## src/hdl/pvl_pkg.sv

```systemverilog
package pvl_pkg;

    localparam int CAPACITY = 16;
    localparam int WORD_W   = 32;
    localparam int POS_W    = 5;
    localparam int LEN_W    = 5;
    localparam int IDX_W    = $clog2(CAPACITY);
    localparam int CNT_W    = $clog2(CAPACITY + 1);
    // compare width: holds count, position and count + 1 without overflow
    localparam int CMP_W    = ((CNT_W > POS_W) ? CNT_W : POS_W) + 1;

    // operation codes
    localparam logic [1:0] OP_INSERT = 2'd0;
    localparam logic [1:0] OP_REMOVE = 2'd1;
    localparam logic [1:0] OP_READ   = 2'd2;
    localparam logic [1:0] OP_MEMBER = 2'd3;

    // error codes
    localparam logic [1:0] ERR_NONE = 2'd0;
    localparam logic [1:0] ERR_POS  = 2'd1;
    localparam logic [1:0] ERR_FULL = 2'd2;

    typedef struct packed {
        logic [1:0]              operation;
        logic [POS_W-1:0]        position;
        logic signed [WORD_W-1:0] value;
    } t_in;

    typedef struct packed {
        logic signed [WORD_W-1:0] read_word;
        logic                     found;
        logic [1:0]               error_code;
        logic [LEN_W-1:0]         length;
        logic                     sorted;
    } t_out;

    // broadcast from the top level to every cell
    typedef struct packed {
        logic              ins;
        logic              rem;
        logic              rd;
        logic              member;
        logic [CMP_W-1:0]  pos_m1;
        logic [CMP_W-1:0]  count;
        logic [CMP_W-1:0]  n_count;
        logic [WORD_W-1:0] value;
    } t_cell_ctl;

    // per-cell status back to the top level
    typedef struct packed {
        logic              hit;
        logic              order_ok;
        logic [WORD_W-1:0] read_word;
    } t_cell_stat;

endpackage

```

## src/hdl/pvl_cell.sv

```systemverilog
module pvl_cell import pvl_pkg::*; (
    input  logic              i_clk,
    input  t_cell_ctl         i_ctl,
    input  logic [IDX_W-1:0]  i_index,
    input  logic [WORD_W-1:0] i_left_word,
    input  logic [WORD_W-1:0] i_right_word,
    input  logic [WORD_W-1:0] i_left_next,
    output logic [WORD_W-1:0] o_word,
    output logic [WORD_W-1:0] o_next,
    output t_cell_stat        o_stat
);

    logic [WORD_W-1:0] r_word;
    logic [WORD_W-1:0] n_word;
    logic [CMP_W-1:0]  idx;

    assign idx = CMP_W'(i_index);

    // next entry: take the new value, the left neighbor on insert, the right one on remove
    always_comb begin
        priority if (i_ctl.ins && idx == i_ctl.pos_m1) begin
            n_word = i_ctl.value;
        end else if (i_ctl.ins && idx > i_ctl.pos_m1 && idx <= i_ctl.count) begin
            n_word = i_left_word;
        end else if (i_ctl.rem && idx >= i_ctl.pos_m1 && (idx + 1'b1) < i_ctl.count) begin
            n_word = i_right_word;
        end else begin
            n_word = r_word;
        end
    end

    always_ff @(posedge i_clk) begin
        r_word <= n_word;
    end

    // membership, read select and order check against the left neighbor
    always_comb begin
        o_stat.hit       = i_ctl.member && (idx < i_ctl.count) && (r_word == i_ctl.value);
        o_stat.read_word = (i_ctl.rd && idx == i_ctl.pos_m1) ? r_word : '0;
        o_stat.order_ok  = (idx == '0) || (idx >= i_ctl.n_count)
                           || !($signed(i_left_next) > $signed(n_word));
    end

    assign o_word = r_word;
    assign o_next = n_word;

endmodule

```

## src/hdl/positional_value_list.sv

```systemverilog
// Ordered list of up to CAPACITY signed words held in a row of cells, one entry per cell.
// A command beat is taken whenever start is high; busy never rises, so one command can be
// issued every cycle. Insert, remove, read and membership each finish in the cycle they are
// taken: all cells shift and compare in parallel, and the result beat appears in the next
// cycle on o_result with o_valid high for exactly one cycle. The result cannot be held off,
// so it must be captured on that cycle. Reads and removes need a position from 1 to the
// length, inserts from 1 to length + 1; bad positions and inserts into a full list report
// an error and leave the list unchanged.
module positional_value_list import pvl_pkg::*; (
    input  logic i_clk,
    input  logic i_rst_n,
    input  logic start,
    input  t_in  i_item,
    output logic busy,
    output logic o_valid,
    output t_out o_result
);

    logic [CNT_W-1:0]  r_count;
    logic [CNT_W-1:0]  n_count;
    logic              r_valid;
    t_out              r_out;
    t_out              n_out;

    logic              accept;
    logic [CMP_W-1:0]  cnt_ext;
    logic [CMP_W-1:0]  pos_ext;
    logic              pos_ok_ins;
    logic              pos_ok_acc;
    logic              full;
    logic [1:0]        err;
    t_cell_ctl         ctl;

    logic [WORD_W-1:0] cell_word [CAPACITY];
    logic [WORD_W-1:0] cell_next [CAPACITY];
    t_cell_stat        cell_stat [CAPACITY];

    logic              any_hit;
    logic              all_ok;
    logic [WORD_W-1:0] rd_word;

    // every cycle can take a command beat
    assign busy   = 1'b0;
    assign accept = start && !busy;

    assign cnt_ext    = CMP_W'(r_count);
    assign pos_ext    = CMP_W'(i_item.position);
    assign pos_ok_ins = (pos_ext != '0) && (pos_ext <= cnt_ext + 1'b1);
    assign pos_ok_acc = (pos_ext != '0) && (pos_ext <= cnt_ext);
    assign full       = (cnt_ext >= CMP_W'(CAPACITY));

    // error decode, position check first
    always_comb begin
        unique case (i_item.operation)
            OP_INSERT: err = !pos_ok_ins ? ERR_POS : (full ? ERR_FULL : ERR_NONE);
            OP_REMOVE: err = pos_ok_acc ? ERR_NONE : ERR_POS;
            OP_READ:   err = pos_ok_acc ? ERR_NONE : ERR_POS;
            default:   err = ERR_NONE;
        endcase
    end

    // next length
    always_comb begin
        n_count = r_count;
        if (accept && err == ERR_NONE) begin
            if (i_item.operation == OP_INSERT) begin
                n_count = r_count + 1'b1;
            end else if (i_item.operation == OP_REMOVE) begin
                n_count = r_count - 1'b1;
            end
        end
    end

    // broadcast to the cells
    always_comb begin
        ctl.ins     = accept && err == ERR_NONE && i_item.operation == OP_INSERT;
        ctl.rem     = accept && err == ERR_NONE && i_item.operation == OP_REMOVE;
        ctl.rd      = err == ERR_NONE && i_item.operation == OP_READ;
        ctl.member  = i_item.operation == OP_MEMBER;
        ctl.pos_m1  = pos_ext - 1'b1;
        ctl.count   = cnt_ext;
        ctl.n_count = CMP_W'(n_count);
        ctl.value   = i_item.value;
    end

    // row of cells
    for (genvar g = 0; g < CAPACITY; g++) begin : g_cell
        logic [WORD_W-1:0] left_word;
        logic [WORD_W-1:0] left_next;
        logic [WORD_W-1:0] right_word;

        if (g == 0) begin : g_first
            assign left_word = '0;
            assign left_next = '0;
        end else begin : g_mid
            assign left_word = cell_word[g-1];
            assign left_next = cell_next[g-1];
        end

        if (g == CAPACITY - 1) begin : g_last
            assign right_word = '0;
        end else begin : g_inner
            assign right_word = cell_word[g+1];
        end

        pvl_cell u_cell (
            .i_clk        (i_clk),
            .i_ctl        (ctl),
            .i_index      (IDX_W'(g)),
            .i_left_word  (left_word),
            .i_right_word (right_word),
            .i_left_next  (left_next),
            .o_word       (cell_word[g]),
            .o_next       (cell_next[g]),
            .o_stat       (cell_stat[g])
        );
    end

    // combine cell status
    always_comb begin
        any_hit = 1'b0;
        all_ok  = 1'b1;
        rd_word = '0;
        for (int k = 0; k < CAPACITY; k++) begin
            any_hit = any_hit | cell_stat[k].hit;
            all_ok  = all_ok & cell_stat[k].order_ok;
            rd_word = rd_word | cell_stat[k].read_word;
        end
    end

    // result beat
    always_comb begin
        n_out.read_word  = rd_word;
        n_out.found      = any_hit;
        n_out.error_code = err;
        n_out.length     = LEN_W'(n_count);
        n_out.sorted     = all_ok;
    end

    always_ff @(posedge i_clk) begin
        if (!i_rst_n) begin
            r_count <= '0;
            r_valid <= 1'b0;
        end else begin
            r_count <= n_count;
            r_valid <= accept;
        end
    end

    always_ff @(posedge i_clk) begin
        if (accept) begin
            r_out <= n_out;
        end
    end

    assign o_valid  = r_valid;
    assign o_result = r_out;

endmodule

```

## config.mk

```make
export PLATFORM = sky130hd
export DESIGN_NAME = positional_value_list
export DESIGN_NICKNAME = d
export VERILOG_FILES = /design/src/hdl/pvl_pkg.sv /design/src/hdl/pvl_cell.sv /design/src/hdl/positional_value_list.sv
export SDC_FILE = /design/constraint.sdc
export NUM_CORES = 2
export LEC_CHECK = 0
export BUFFER_PORTS_ARGS = -buffer_cell sky130_fd_sc_hd__buf_4
export CAP_MARGIN = 20
export CORE_ASPECT_RATIO = 1.1
export CORE_MARGIN = 2
export CORE_UTILIZATION = 30
export CTS_CLUSTER_SIZE = 20
export DETAILED_ROUTE_END_ITERATION = 10
export MAX_ROUTING_LAYER = met4
export PLACE_DENSITY = 0.45
export SETUP_SLACK_MARGIN = 0.1
export SYNTH_ARGS = -nofsm -noshare
export SYNTH_HDL_FRONTEND = slang
export SYNTH_HIERARCHICAL = 1
export SYNTH_SLANG_ARGS = --single-unit
```

## constraint.sdc

```tcl
create_clock -name i_clk -period 13.4 [get_ports i_clk]
set_input_delay 0.67 -clock i_clk [delete_from_list [all_inputs] [get_ports i_clk]]
set_output_delay 0.67 -clock i_clk [all_outputs]
set_load 0.05 [all_outputs]
```

==> key figures <==
Die
  – Core area: 207000 µm²
  – Die H: 483 µm
  – Die X: 439 µm
  – IO Pins: 85
  – Die area: 212000 µm²
  – Row Count: 175
  – Initial Util: 30.2%

Clock tree
  – H-tree depth: 3
  – Post-CTS resize count: 0
  – CTS max path bufs: 3
  – TritonCTS Buffers: 82
  – Latest clock arrival within the worst-skew pair: 0.75 ns
  – Hold buffer count at CTS: 0
  – Clk sink count: 559
  – Clock slew at reported path FFs: 0.06 ns
  – Clock Tree Root: clkbuf_16
  – CTS tree: done
  – Post-CTS setup buffers: 0

Global routing
  – Initial antenna violation count: 21
  – GRT Residual Overflow: 0
  – Vias in the first global route: 58600
  – GRT Util Overall: 27.3%
  – Pin count of the biggest net entering global routing: 136
  – First-pass GRT wire length: 413000 µm

Detailed routing
  – DRC: 0
  – Drt first pass iters: 8
  – DRT antenna net count: 0
  – Routed WL: 291000 µm
  – Via-per-instance ratio: 5.71
  – Wire per inst: 27.1 µm
  – Vias: 61300
  – DRT iter0 DRCs: 5432

Min path
  – Hold path depth: 2
  – Worst Hold Path EP: r_count[1]$_SDFF_PN0_
  – Hold crit path type: in -> reg
  – Hold_sp: i_rst_n

Finish
  – Multi-input gate area: 48500 µm²
  – Most frequent cells in the layout: ha_1, inv_1, nor2_1
  – Layout area overhead: 13.4%
  – Layout fillers: 21500
  – Layout cell share with drive strength beyond 1: 5.62%
  – Finished Core Util: 34.3%
  – Reg area: 11600 µm²
  – Nets: 8777
  – Commonest non-fill, non-tap cell in the layout: ha_1

Outcome
  – Status: finished, final reports clean

Place
  – GP Congestion: 1.00
  – Port bufs: 83
  – Dpl hpwl: 233000 µm

Logic synthesis
  – Largest area contributor in the netlist: ha_1
  – Synth Flop Type: dfxtp_1
  – Cell area after synthesis: 62600 µm²
  – Post-synthesis average cell area: 8.40 µm²
  – Syn Inst Count: 7450
  – Sequential-to-total area share from yosys stat: 18.5%
  – Top cell type's share of synthesized area: 16.7%
  – Async SR Flop Fraction: 0%
  – Synth unique cells: 65
  – Synth Register Bits: 559
  – Synth area leaders: ha_1, dfxtp_1, mux2i_1, a221o_1, a221oi_1
  – Synth Warn #: 6
  – Number of enable flip-flop cells after synthesis: 41

Setup path
  – Crit path largest cell delay: 0.81 ns
  – Reg2reg path depth: 27
  – CP Class: reg -> reg
  – Worst setup path start: r_count[0]$_SDFF_PN0_
  – Reg-to-Reg End: o_result[0]$_DFFE_PP_
  – Reg2reg setup slack: 4.02 ns
  – Most common cell on crit path: buf_4
  – Crit Reg-Reg Startpoint: r_count[0]$_SDFF_PN0_
  – Required time worst endpoint: 13.92 ns
  – Max FO, Critical Path: 64
  – Startpoint types: register
  – WP data arrival: 9.90 ns
  – Critical Path Sink Type: register
  – CP max-delay cell: nor4bb_1

Pwr
  – P_sw: 7.74 mW
  – Lkg Pwr: 35.6 nW
  – PwrDens: 215 nW/µm²
  – Sequential share of power: 29.0%
  – Max IR drop VDD: 0.116 mV
  – Pwr Total: 15.2 mW
  – Int Pwr: 7.51 mW
  – Combinational Power Share: 55.7%
  – Clock power frac: 15.3%
  – Switching share of power: 50.8%

Timing
  – Slew Viols, Final: 0
  – Top achievable clock speed: 107 MHz
  – Worst-Margin Slew: 1.38 ns
  – Setup Viol. Count Final: 0
  – Fin crit period: 9.38 ns
  – Final hold violation count: 0
  – Hold slack: 0.228 ns
  – Worst Skew: 0.0451 ns
  – Max_slew headroom: 7.45%
  – TNS Setup: 0 ns
  – Final worst path period share: 70.0%
  – RSZ-0062 raised after global routing: no

Job
  – Max-cap viol count: 0
==> through the flow <==
| step | cells | worst slack, ns | area, µm² |
|---|---|---|---|
| after floorplan | 7976 | 4.05 | 64500 |
| after global placement | 10500 | 3.82 | 68000 |
| after detailed placement | 10600 | 3.88 | 68100 |
| after CTS | 10700 | 3.89 | 70800 |
| after global routing | 10700 | 3.61 | 70900 |
| final | 10700 | 4.02 | 70900 |
==> synth_stat cells (32+ instances only) <==
| cell | instances |
|---|---|
| clkbuf_1 | 240 |
| a221oi_1 | 528 |
| nor3b_1 | 33 |
| ha_1 | 833 |
| buf_2 | 138 |
| inv_1 | 752 |
| xor2_1 | 358 |
| and4_1 | 48 |
| nand4_1 | 179 |
| nand2_1 | 148 |
| nor2b_1 | 52 |
| nand3_1 | 124 |
| and2_1 | 33 |
| a21o_1 | 48 |
| edfxtp_1 | 41 |
| and3_1 | 500 |
| nor3_1 | 66 |
| nand2b_1 | 33 |
| a211oi_1 | 32 |
| mux2i_1 | 529 |
| o21ai_0 | 73 |
| nor4_1 | 251 |
| xnor2_1 | 193 |
| dfxtp_1 | 518 |
| nor2_1 | 654 |
| a221o_1 | 514 |
| a21oi_1 | 246 |
==> worst max-delay path, delay by kind of cell, from the launching register on <==
kind / cells / cell delay (ns)
flops: 1 / 0.31
compound gates: 6 / 1.66
mux: 1 / 0.68
fa+ha+maj: 3 / 1.02
buf+inv: 6 / 2.11
simple gates: 11 / 3.27
==> power groups by stage <==
stage | combinational (mW) | clock (mW) | sequential [mW]
6_report | 8.50 | 2.33 | 4.42
5_1_grt | 9.40 | 2.44 | 4.49
4_1_cts | 8.43 | 2.38 | 4.37
3_5_place_dp | 8.40 | 0 | 4.40
3_3_place_gp | 8.27 | 0 | 4.42
2_1_floorplan | 5.96 | 0 | 3.41
==> registers in the layout (all words and copies together) (netlist names) <==
| register | count |
|---|---|
| g_cell.u_cell/o_word | 512 |
| o_result | 41 |
| r_count | 5 |
| o_valid | 1 |
==> kinds of logic (layout without fill, tap and decap cells) <==
family / after synthesis / after routing / share of synthesized area (%)
other: 2 / 545 / 0.0120
flip-flops: 559 / 559 / 18.5
AND/OR/NAND/NOR: 2201 / 2201 / 19.3
multiplexers: 530 / 530 / 8.49
AO/OA/AOI/OAI: 1632 / 1632 / 22.0
buffers and inverters: 1142 / 1133 / 7.24
XOR/XNOR: 551 / 551 / 7.71
adder cells (fa/ha/maj): 833 / 833 / 16.7
==> worst max-delay path by stage <==
stage	to	slack [ns]
after floorplan	o_result[0]$_DFFE_PP_	4.05
after global placement	o_result[0]$_DFFE_PP_	3.82
after detailed placement	o_result[0]$_DFFE_PP_	3.88
after CTS	o_result[0]$_DFFE_PP_	3.89
after global routing	o_result[0]$_DFFE_PP_	3.61
final	o_result[0]$_DFFE_PP_	4.02
==> final cells by class <==
type                    instances  area share, %
well taps                    2743           4.84
repair buffers                232           2.42
clock buffers                 119           3.29
flip-flops and latches        559           16.4
inverters                     752           3.98
multi-input cells            6275           68.5
clock inverters                30          0.596
diodes                         17         0.0600
==> per-layer routing <==
metal  vias up  share of wire, %  track usage (%)
li1      29000                 -                -
met1     29900                42             32.3
met2      1880                46             44.0
met3       499               4.2             2.53
met4         0               7.6             18.5
met5         -                 0                -
Note: power is estimated with default switching activity, not from simulation.
